--- config.mk ---
export PLATFORM = sky130hd
export DESIGN_NAME = spi_encoder_read_multiturn_unit
export DESIGN_NICKNAME = d
export VERILOG_FILES = /design/src/rtl/sem_pkg.sv /design/src/rtl/sem_unwrap.sv /design/src/rtl/spi_encoder_read_multiturn_unit.sv
export SDC_FILE = /design/constraint.sdc
export NUM_CORES = 1
export LEC_CHECK = 0
export BUFFER_PORTS_ARGS = -buffer_cell sky130_fd_sc_hd__buf_4
export CELL_PAD_IN_SITES_DETAIL_PLACEMENT = 2
export CELL_PAD_IN_SITES_GLOBAL_PLACEMENT = 2
export CORE_ASPECT_RATIO = 1.5
export CORE_MARGIN = 2
export CORE_UTILIZATION = 40
export CTS_BUF_LIST = sky130_fd_sc_hd__clkbuf_16
export DETAILED_ROUTE_END_ITERATION = 8
export PLACE_DENSITY = 0.9
export SLEW_MARGIN = 20
export SYNTH_ARGS = -nofsm -noshare
export SYNTH_HDL_FRONTEND = slang
export SYNTH_SLANG_ARGS = --single-unit
--- constraint.sdc ---
create_clock -name i_clk -period 28 [get_ports i_clk]
set_input_delay 5.6 -clock i_clk [delete_from_list [all_inputs] [get_ports i_clk]]
set_output_delay 5.6 -clock i_clk [all_outputs]
set_load 0.005 [all_outputs]
--- src/rtl/sem_pkg.sv ---
// Shared constants and types for the multi-turn encoder SPI read sequencer.
// Used by sem_unwrap and spi_encoder_read_multiturn_unit; no dependencies.
package sem_pkg;

    localparam int ROTATION_BITS_DEF = 16;
    localparam int POSITION_BITS     = 12;
    localparam int TURN_W            = 29;
    localparam int RES_W             = 13;
    localparam int THRESH_W          = 12;
    localparam int POLL_W            = 8;
    localparam int ATTEMPT_W         = 4;
    localparam int BYTE_W            = 8;
    localparam int NIBBLE_W          = 4;
    localparam int CFG_IDX_W         = 2;

    localparam logic [BYTE_W-1:0] CMD_READ = 8'h10;
    localparam logic [BYTE_W-1:0] CMD_NOP  = 8'h00;

    localparam logic [RES_W-1:0]     RES_RST     = 13'd4096;
    localparam logic [THRESH_W-1:0]  THRESH_RST  = 12'd3000;
    localparam logic [POLL_W-1:0]    POLL_RST    = 8'd10;
    localparam logic [ATTEMPT_W-1:0] ATTEMPT_RST = 4'd5;

    typedef enum logic [CFG_IDX_W-1:0] {
        CFG_RESOLUTION    = 2'd0,
        CFG_WRAP_THRESH   = 2'd1,
        CFG_POLL_LIMIT    = 2'd2,
        CFG_ATTEMPT_LIMIT = 2'd3
    } t_cfg_idx;

    typedef logic [POSITION_BITS-1:0] t_pos;
    typedef logic [TURN_W-1:0]        t_turn;

endpackage

--- src/rtl/sem_unwrap.sv ---
// Turn unwrap: rotation update from the position jump and multi-turn count.
// Depends on sem_pkg.
module sem_unwrap #(
    parameter int ROTATION_BITS = sem_pkg::ROTATION_BITS_DEF
) (
    input  sem_pkg::t_pos                   i_prev,
    input  sem_pkg::t_pos                   i_cur,
    input  logic [ROTATION_BITS-1:0]        i_rot,
    input  logic [sem_pkg::THRESH_W-1:0]    i_thresh,
    input  logic [sem_pkg::RES_W-1:0]       i_res,
    output logic [ROTATION_BITS-1:0]        o_rot,
    output sem_pkg::t_turn                  o_turn
);
    import sem_pkg::*;

    localparam int WIDE_W = (ROTATION_BITS > TURN_W) ? ROTATION_BITS : TURN_W;

    t_pos                     jump;
    logic                     wrap;
    logic signed [WIDE_W-1:0] rot_wide;
    t_turn                    rot_ext;
    t_turn                    prod;

    always_comb begin
        jump = (i_prev > i_cur) ? (i_prev - i_cur) : (i_cur - i_prev);
        wrap = (THRESH_W'(jump) >= i_thresh);
        o_rot = i_rot;
        if (wrap && (i_prev > i_cur)) begin
            o_rot = i_rot + ROTATION_BITS'(1);
        end else if (wrap && (i_prev < i_cur)) begin
            o_rot = i_rot - ROTATION_BITS'(1);
        end
        rot_wide = WIDE_W'(signed'(o_rot));
        rot_ext  = rot_wide[TURN_W-1:0];
        prod     = rot_ext * TURN_W'(i_res);
        o_turn   = prod + TURN_W'(i_cur);
    end

endmodule

--- src/rtl/spi_encoder_read_multiturn_unit.sv ---
// Top level of the multi-turn absolute encoder SPI read sequencer.
// Depends on sem_pkg and sem_unwrap.
//
//  channel | direction | handshake               | payload
//  in      | to block  | i_in_valid / o_in_stall | i_mode, i_rx_byte
//  out     | from block| o_out_valid / i_out_stall| tx_byte .. count_valid
//  cfg     | to block  | i_cfg_valid / o_cfg_ready| i_cfg_index, i_cfg_data
//
// One beat per cycle sustained while the output is not stalled; each beat is
// held in the input register and is then processed into the result register.
// A stalled result holds; the input register still takes one more beat.
// Synchronous active-low reset returns to idle with control registers at defaults.
module spi_encoder_read_multiturn_unit #(
    parameter int ROTATION_BITS = sem_pkg::ROTATION_BITS_DEF
) (
    input  logic                            i_clk,
    input  logic                            i_rst_n,
    input  logic                            i_in_valid,
    output logic                            o_in_stall,
    input  logic                            i_mode,
    input  logic [sem_pkg::BYTE_W-1:0]      i_rx_byte,
    output logic                            o_out_valid,
    input  logic                            i_out_stall,
    output logic [sem_pkg::BYTE_W-1:0]      o_tx_byte,
    output logic                            o_send_next,
    output logic                            o_done_res,
    output logic                            o_failed,
    output sem_pkg::t_pos                   o_position,
    output logic signed [sem_pkg::TURN_W-1:0] o_turn_count,
    output logic                            o_count_valid,
    input  logic                            i_cfg_valid,
    output logic                            o_cfg_ready,
    input  logic [sem_pkg::CFG_IDX_W-1:0]   i_cfg_index,
    input  logic [sem_pkg::RES_W-1:0]       i_cfg_data
);
    import sem_pkg::*;

    typedef enum logic [2:0] {
        PH_IDLE  = 3'd0,
        PH_CMD   = 3'd1,
        PH_POLL  = 3'd2,
        PH_MSB   = 3'd3,
        PH_LSB   = 3'd4,
        PH_DUMMY = 3'd5
    } t_phase;

    logic [RES_W-1:0]         r_res;
    logic [THRESH_W-1:0]      r_thresh;
    logic [POLL_W-1:0]        r_poll_lim;
    logic [ATTEMPT_W-1:0]     r_att_lim;

    logic                     r_i_vld;
    logic                     r_i_mode;
    logic [BYTE_W-1:0]        r_i_rx;

    t_phase                   r_phase,    n_phase;
    logic [POLL_W-1:0]        r_poll,     n_poll;
    logic [ATTEMPT_W-1:0]     r_att,      n_att;
    logic [NIBBLE_W-1:0]      r_msb,      n_msb;
    t_pos                     r_prev,     n_prev;
    t_pos                     r_cur,      n_cur;
    logic [ROTATION_BITS-1:0] r_rot,      n_rot;
    logic                     r_init,     n_init;

    logic                     r_o_vld;
    logic [BYTE_W-1:0]        r_tx,       n_tx;
    logic                     r_send,     n_send;
    logic                     r_done,     n_done;
    logic                     r_fail,     n_fail;
    t_pos                     r_pos,      n_pos;
    t_turn                    r_turn,     n_turn;
    logic                     r_cvalid,   n_cvalid;

    logic                     o_adv, proc, in_acc;
    logic [ATTEMPT_W-1:0]     att_inc;
    logic [ROTATION_BITS-1:0] uw_rot;
    t_turn                    uw_turn;

    assign o_adv       = !r_o_vld || !i_out_stall;
    assign proc        = r_i_vld && o_adv;
    assign o_in_stall  = r_i_vld && !o_adv;
    assign in_acc      = i_in_valid && !o_in_stall;
    assign o_cfg_ready = 1'b1;

    sem_unwrap #(
        .ROTATION_BITS (ROTATION_BITS)
    ) u_unwrap (
        .i_prev   (r_prev),
        .i_cur    (r_cur),
        .i_rot    (r_rot),
        .i_thresh (r_thresh),
        .i_res    (r_res),
        .o_rot    (uw_rot),
        .o_turn   (uw_turn)
    );

    assign att_inc = r_att + ATTEMPT_W'(1);

    always_comb begin
        n_phase  = r_phase;
        n_poll   = r_poll;
        n_att    = r_att;
        n_msb    = r_msb;
        n_prev   = r_prev;
        n_cur    = r_cur;
        n_rot    = r_rot;
        n_init   = r_init;
        n_tx     = CMD_NOP;
        n_send   = 1'b0;
        n_done   = 1'b0;
        n_fail   = 1'b0;
        n_pos    = '0;
        n_turn   = '0;
        n_cvalid = 1'b0;
        if (!r_i_mode) begin
            n_phase = PH_CMD;
            n_poll  = '0;
            n_att   = '0;
            n_tx    = CMD_READ;
            n_send  = 1'b1;
        end else begin
            unique case (r_phase)
                PH_CMD: begin
                    n_phase = PH_POLL;
                    n_poll  = '0;
                    n_send  = 1'b1;
                end
                PH_POLL: begin
                    if (r_poll >= r_poll_lim) begin
                        n_att = att_inc;
                        if (att_inc >= r_att_lim) begin
                            n_phase = PH_IDLE;
                            n_done  = 1'b1;
                            n_fail  = 1'b1;
                        end else if (r_i_rx == CMD_READ) begin
                            n_phase = PH_MSB;
                            n_send  = 1'b1;
                        end else begin
                            n_phase = PH_CMD;
                            n_poll  = '0;
                            n_tx    = CMD_READ;
                            n_send  = 1'b1;
                        end
                    end else if (r_i_rx == CMD_READ) begin
                        n_phase = PH_MSB;
                        n_send  = 1'b1;
                    end else begin
                        n_poll = r_poll + POLL_W'(1);
                        n_send = 1'b1;
                    end
                end
                PH_MSB: begin
                    n_msb   = r_i_rx[NIBBLE_W-1:0];
                    n_phase = PH_LSB;
                    n_send  = 1'b1;
                end
                PH_LSB: begin
                    n_cur   = POSITION_BITS'({r_msb, r_i_rx});
                    n_phase = PH_DUMMY;
                    n_send  = 1'b1;
                end
                PH_DUMMY: begin
                    n_phase = PH_IDLE;
                    n_done  = 1'b1;
                    n_pos   = r_cur;
                    n_prev  = r_cur;
                    if (!r_init) begin
                        n_init = 1'b1;
                    end else begin
                        n_rot    = uw_rot;
                        n_turn   = uw_turn;
                        n_cvalid = 1'b1;
                    end
                end
                default: begin
                    n_phase = PH_IDLE;
                end
            endcase
        end
    end

    always_ff @(posedge i_clk) begin
        if (!i_rst_n) begin
            r_res      <= RES_RST;
            r_thresh   <= THRESH_RST;
            r_poll_lim <= POLL_RST;
            r_att_lim  <= ATTEMPT_RST;
            r_i_vld    <= 1'b0;
            r_o_vld    <= 1'b0;
            r_phase    <= PH_IDLE;
            r_poll     <= '0;
            r_att      <= '0;
            r_msb      <= '0;
            r_prev     <= '0;
            r_cur      <= '0;
            r_rot      <= '0;
            r_init     <= 1'b0;
        end else begin
            if (i_cfg_valid) begin
                unique case (t_cfg_idx'(i_cfg_index))
                    CFG_RESOLUTION:    r_res      <= i_cfg_data;
                    CFG_WRAP_THRESH:   r_thresh   <= i_cfg_data[THRESH_W-1:0];
                    CFG_POLL_LIMIT:    r_poll_lim <= i_cfg_data[POLL_W-1:0];
                    CFG_ATTEMPT_LIMIT: r_att_lim  <= i_cfg_data[ATTEMPT_W-1:0];
                    default: ;
                endcase
            end
            if (in_acc) begin
                r_i_vld  <= 1'b1;
                r_i_mode <= i_mode;
                r_i_rx   <= i_rx_byte;
            end else if (proc) begin
                r_i_vld <= 1'b0;
            end
            if (o_adv) begin
                r_o_vld <= proc;
            end
            if (proc) begin
                r_phase  <= n_phase;
                r_poll   <= n_poll;
                r_att    <= n_att;
                r_msb    <= n_msb;
                r_prev   <= n_prev;
                r_cur    <= n_cur;
                r_rot    <= n_rot;
                r_init   <= n_init;
                r_tx     <= n_tx;
                r_send   <= n_send;
                r_done   <= n_done;
                r_fail   <= n_fail;
                r_pos    <= n_pos;
                r_turn   <= n_turn;
                r_cvalid <= n_cvalid;
            end
        end
    end

    assign o_out_valid   = r_o_vld;
    assign o_tx_byte     = r_tx;
    assign o_send_next   = r_send;
    assign o_done_res    = r_done;
    assign o_failed      = r_fail;
    assign o_position    = r_pos;
    assign o_turn_count  = signed'(r_turn);
    assign o_count_valid = r_cvalid;

endmodule
# Word level (Yosys, flattened, before mapping)
# Index checks and enable logic that the tools add are counted.
totals:
  reg_bits: 161
  input_bits: 29
  wordCells: 117
classes:
  n_addsub: 7
  mul: 1
  order_cmp: 5
  n_eq_ne: 16
  n_mux: 31
  bitwise_logic: 3
  reduce_logical: 30
op_table:
  columns: ["op", "count"]
  rows:
  - ["8-bit two-way mux", 5]
  - ["16-bit two-way mux", 2]
  - ["29-bit by 12-bit adder with 29-bit output", 1]
  - ["16-bit by 14-bit multiplier with 29-bit output", 1]
  - ["12-bit subtractor", 2]
  - ["5-bit two-way mux", 4]
  - ["2-bit AND reduction", 9]
  - ["16-bit by 1-bit adder with 16-bit output, second input constant", 1]
  - ["4-bit inequality test, second input constant", 4]
  - ["8-bit case mux with 2 select lines", 1]
  - ["16-bit by 1-bit subtractor with 16-bit output, second input constant", 1]
  - ["3-bit AND reduction", 5]
  - ["12-bit >= comparator", 1]
  - ["12-bit > comparator", 1]
  - ["12-bit less-than comparator", 1]
  - ["12-bit two-way mux", 1]
  - ["4-bit two-way mux", 3]
  - ["3-bit case mux with 4 select lines", 1]
  - ["3-bit two-way mux", 3]
  - ["8-bit by 1-bit adder with 8-bit output, second input constant", 1]
  - ["8-bit by 5-bit == test with 1-bit output, second input constant", 1]
  - ["8-bit >= comparator", 1]
  - ["1-bit two-way mux", 7]
  - ["3-bit by 2-bit == test with 1-bit output, second input constant", 2]
  - ["20 further kinds", 34]

# Logic depth before layout (Yosys ltp)
depth:
  depth_word: 8
  mapped_depth: 46
  ltp_nobuf: 41

# Cells and area by module
# A second synthesis with hierarchy kept.
unflattened:
  hier_cells: 1790
  area_unflattened_um2: 16365.7
by_module_without_submodules:
  columns: ["module", "instances", "cells_per_inst", "area_per_inst_um2", "seq_area_each_um2"]
  rows:
  - ["sem_unwrap", 1, 1196, 10206.0, 0.0]
  - ["spi_encoder_read_multiturn_unit", 1, 594, 6159.7, 3633.5]

# Least setup slack after synthesis
# OpenSTA, ideal clock, no wires.
synth_timing:
  path_type: "input to output"
  startpoint: "input port i_out_stall"
  endpoint: "output port o_in_stall"
  arrival_ns: 5.788
  setup_slack_ns: 16.612
  path_stages: 1
  cell_sequence: "and3_1"
synth_via:
  elab_chain_len: 4
synth_lines:
  columns: ["item", "line", "source"]
  rows:
  - ["start: declaration", "spi_encoder_read_multiturn_unit.sv:23", "input logic i_out_stall,"]
  - ["1-bit logical NOT", "spi_encoder_read_multiturn_unit.sv:79", "assign o_adv = !r_o_vld || !i_out_stall;"]
  - ["1-bit logical OR", "spi_encoder_read_multiturn_unit.sv:79", null]
  - ["1-bit logical NOT", "spi_encoder_read_multiturn_unit.sv:81", "assign o_in_stall = r_i_vld && !o_adv;"]
  - ["1-bit logical AND", "spi_encoder_read_multiturn_unit.sv:81", null]
  - ["end: declaration", "spi_encoder_read_multiturn_unit.sv:19", "output logic o_in_stall,"]
# No other way between the ends.

# Worst setup path in the final report
layout_timing:
  startpoint: "register r_cur[0]"
  endpoint: "register r_turn[28] (netlist: o_turn_count[28]) (data pin)"
layout_via:
  elab_chain_len: 8
  elab_cells_between_ends: 12
layout_lines:
  columns: ["item", "line", "source"]
  rows:
  - ["start: declaration", "spi_encoder_read_multiturn_unit.sv:61", "t_pos r_cur, n_cur;"]
  - ["start signal: assignment", "spi_encoder_read_multiturn_unit.sv:224", "r_cur <= n_cur;"]
  - ["12-bit subtractor / 12-bit > comparator (equally long branches)", "sem_unwrap.sv:25, sem_unwrap.sv:28", null]
  - ["12-bit two-way mux", "sem_unwrap.sv:25", "jump = (i_prev > i_cur) ? (i_prev - i_cur) : (i_cur - i_prev);"]
  - ["12-bit >= comparator", "sem_unwrap.sv:26", "wrap = (THRESH_W'(jump) >= i_thresh);"]
  - ["1-bit logical AND", "sem_unwrap.sv:30", "end else if (wrap && (i_prev < i_cur)) begin"]
  - ["16-bit two-way mux", "sem_unwrap.sv:30", null]
  - ["16-bit two-way mux", "sem_unwrap.sv:28", "if (wrap && (i_prev > i_cur)) begin"]
  - ["16-bit by 14-bit multiplier with 29-bit output", "sem_unwrap.sv:35", "prod = rot_ext * TURN_W'(i_res);"]
  - ["29-bit by 12-bit adder with 29-bit output *", "sem_unwrap.sv:36", "o_turn = prod + TURN_W'(i_cur);"]
  - ["end signal: assignment", "spi_encoder_read_multiturn_unit.sv:232", "r_turn <= n_turn;"]
  - ["end: declaration", "spi_encoder_read_multiturn_unit.sv:71", "t_turn r_turn, n_turn;"]
# Mark *: on every way between the ends. The rest lies on a longest branch, timed or not.
# A chain may end at the register's enable or synchronous reset.

==> flow_summary.ini <==
[run_status]
status = finished clean

[worst_setup_path]
slowest_delay_ns = 0.81
crit_type = reg2reg
cp_max_fo = 29
required_ns = 28.34
cp_common_cell = fa_1
startpoint_type = flop
crit_path_end_kind = flop
critPathSlowestCell = a2111oi_0
worst_ep_arrival_time_ns = 13.03
reg2reg_setup_slack_ns = 15.31

[synth]
synth_area_leaders = fa_1 (23%), dfxtp_1 (11%), edfxtp_1 (9.0%)
synth_most_common_cell = inv_1
synth_seq_cells = 154
synthTopCellsByCount = inv_1 (309), nand2_1 (260), fa_1 (211)
yosysSeqAreaShare_pct = 19.90
synth_top_flop_cell = dfxtp_1
avgSynthCellArea_um2 = 8.889
async_flop_share_pct = 0
yosys.cell_types.count = 83
yosysWarnings = 0
syn_inst = 2054
synth.top_cell.area_share_pct = 23.14
syn_area_um2 = 18260
synth_edf_count = 55
synth_area_leader_cell = fa_1

[clock_network]
root_buffer = clkbuf_16
cts_tree = yes
cts_resized = 0
htree_num_levels = 4
max-clock-path-buffers = 2
clock_sinks = 154
hold_buffers = 0
clk_pin_slew_ns = 0.08
cts_setup_buffers = 0
insertion_delay_ns = 0.49
cts_made_buffers = 17

[route]
vias = 15390
dr.pass1.iters = 5
drc = 0
wl_per_cell_um = 26.66
drt_wl_total_um = 70400
dr.first_iter.drc_count = 779
via_per_inst = 5.827
drtAntennaViolNets = 0

[global_route]
overflow = 0
met3_usage_pct = 4.560
grt_pass1_wl_um = 108600
grt_busiest_layer = met2
grtUsageMet2_pct = 58.12
met1_usage_pct = 30.16
antenna_found_initial = 1
grt_max_degree = 70
grt_use_total_pct = 30.45
grt_pass1_vias = 18310

[final_layout]
postLayoutCellArea_um2 = 19770
antenna_cells = 0
area_growth_syn_to_layout_pct = 8.279
final_nets = 2414
drive_gt1_share_pct = 9.325
instances_no_fill = 2641

[sta]
rsz0062_at_grt = false
fin_crit_sh_pct = 45.33
hold_slack_ns = 0.4630
fmax_mhz = 78.79
fin_tns_setup_ns = 0
slew_headroom_pct = 21.25
fin_crit_ns = 12.69
finalHoldViolations = 0
tightest_slew_ns = 1.180
setup_viol = 0
slew_violations = 0
fin_skew_ns = 0.02269

[place]
dpl.cell_count = 2609
port_buffers = 76
place.gp.congestion = 0.8875
dpl_cell_area_um2 = 19130
dp.final_hpwl_um = 50720

[die]
die_x_um = 178.4
row_count = 95
floorplan.io_pins = 85
dieArea_um2 = 47400
start_util_pct = 40.63
die_height_um = 265.7
fp.coreArea_um2 = 44930

[power]
power_mw = 0.5361
irDropWorstVdd_mv = 0.03382
leakagePower_nw = 9.104
power_density_nw_per_um2 = 27.12

[flow_run]
drv_cap = 0

[min_path]
hold_path.class = reg2reg
-- where the power goes --
part / internal [mW] / switching, mW / total (mW)
sequential: 0.236 / 0.00704 / 0.243
clock: 0.135 / 0.127 / 0.262
combinational: 0.0111 / 0.0197 / 0.0309
-- kinds of logic (layout without fill, tap and decap cells) --
logic type	Yosys count	in the layout	share of synthesized area, %
XOR/XNOR	44	44	2.111
AO/OA/AOI/OAI	278	278	10.41
adder cells (fa/ha/maj)	339	339	31.91
buffers and inverters	433	432	9.512
multiplexers	137	137	7.908
AND/OR/NAND/NOR	667	667	18.21
other	2	8	0.04113
flip-flops	154	154	19.90
-- stage by stage --
step	util [%]	setup slack, ns
2_1_floorplan	-	16.61
3_3_place_gp	42.57	15.82
3_5_place_dp	42.57	14.92
4_1_cts	43.91	14.78
5_1_grt	44.00	14.72
6_report	44.00	15.31
-- registers in the layout, indices dropped and copies added (netlist names), 8 cells and up --
register,count
r_poll,8
r_prev,12
r_poll_lim,8
o_turn_count,29
r_rot,16
r_cur,12
o_position,12
r_i_rx,8
r_res,13
r_thresh,12
-- final timing paths --
kind,startpoint,to,cells after the start
hold reg to reg,r_res[0]$_SDFFE_PN0P_,r_res[0]$_SDFFE_PN0P_,2
setup / recovery,r_cur[0]$_SDFFE_PN0P_,o_turn_count[28]$_SDFFCE_PN0P_,38
setup reg to reg,r_cur[0]$_SDFFE_PN0P_,o_turn_count[28]$_SDFFCE_PN0P_,38
hold / removal,r_res[0]$_SDFFE_PN0P_,r_res[0]$_SDFFE_PN0P_,2
-- metal layers --
metal | wire [µm] | up-vias
li1 | - | 6644
met1 | 24490 | 7968
met2 | 38840 | 506
met3 | 2542 | 270
met4 | 4502 | 2
met5 | 13 | -
-- critical path, delay by kind of cell, from the launching register on --
kind / cells / cell delay [ns]
mux: 2 / 0.60
compound gates: 14 / 4.78
simple gates: 6 / 1.13
fa+ha+maj: 10 / 4.46
buf+inv: 4 / 0.25
xor+xnor: 2 / 0.87
flops: 1 / 0.43
-- cell type report --
cell class,count,area [µm²]
clock inverters,15,178.9
fillers,4861,25160
well taps,582,728.2
repair buffers,90,675.6
multi-input cells,1473,12960
clock buffers,17,425.4
inverters,310,1164
flip-flops and latches,154,3641
-- cells in the final DEF (no fill, tap or decap), types with 6 or more instances in the layout --
| master | netlist | layout |
|---|---|---|
| inv_1 | 309 | 309 |
| nand2_1 | 260 | 260 |
| fa_1 | 211 | 211 |
| ha_1 | 128 | 128 |
| nand2b_1 | 109 | 109 |
| dfxtp_1 | 99 | 93 |
| mux2i_1 | 91 | 91 |
| buf_4 | 10 | 90 |
| a21oi_1 | 86 | 85 |
| and2_1 | 77 | 77 |
| nor2_1 | 71 | 70 |
| edfxtp_1 | 55 | 55 |
| o21ai_0 | 38 | 37 |
| mux2_2 | 35 | 35 |
| nand3_1 | 34 | 34 |
| o211ai_1 | 27 | 27 |
| a21o_1 | 26 | 26 |
| xnor2_1 | 28 | 24 |
| and3_1 | 21 | 21 |
| nor3_1 | 20 | 20 |
| nor4_1 | 18 | 18 |
| clkbuf_16 | 0 | 17 |
| xor2_1 | 16 | 16 |
| o21a_1 | 15 | 15 |
| a211oi_1 | 12 | 12 |
| nand4_1 | 11 | 11 |
| or3_1 | 9 | 9 |
| a31oi_1 | 9 | 9 |
| conb_1 | 2 | 8 |
| mux2_1 | 7 | 7 |
| o21bai_1 | 7 | 7 |
| a211o_1 | 6 | 6 |
| a2111oi_0 | 6 | 6 |
| nor2b_1 | 6 | 6 |
| inv_6 | 0 | 6 |
| dfxtp_2 | 0 | 6 |
(Power assumes the default switching activity.)
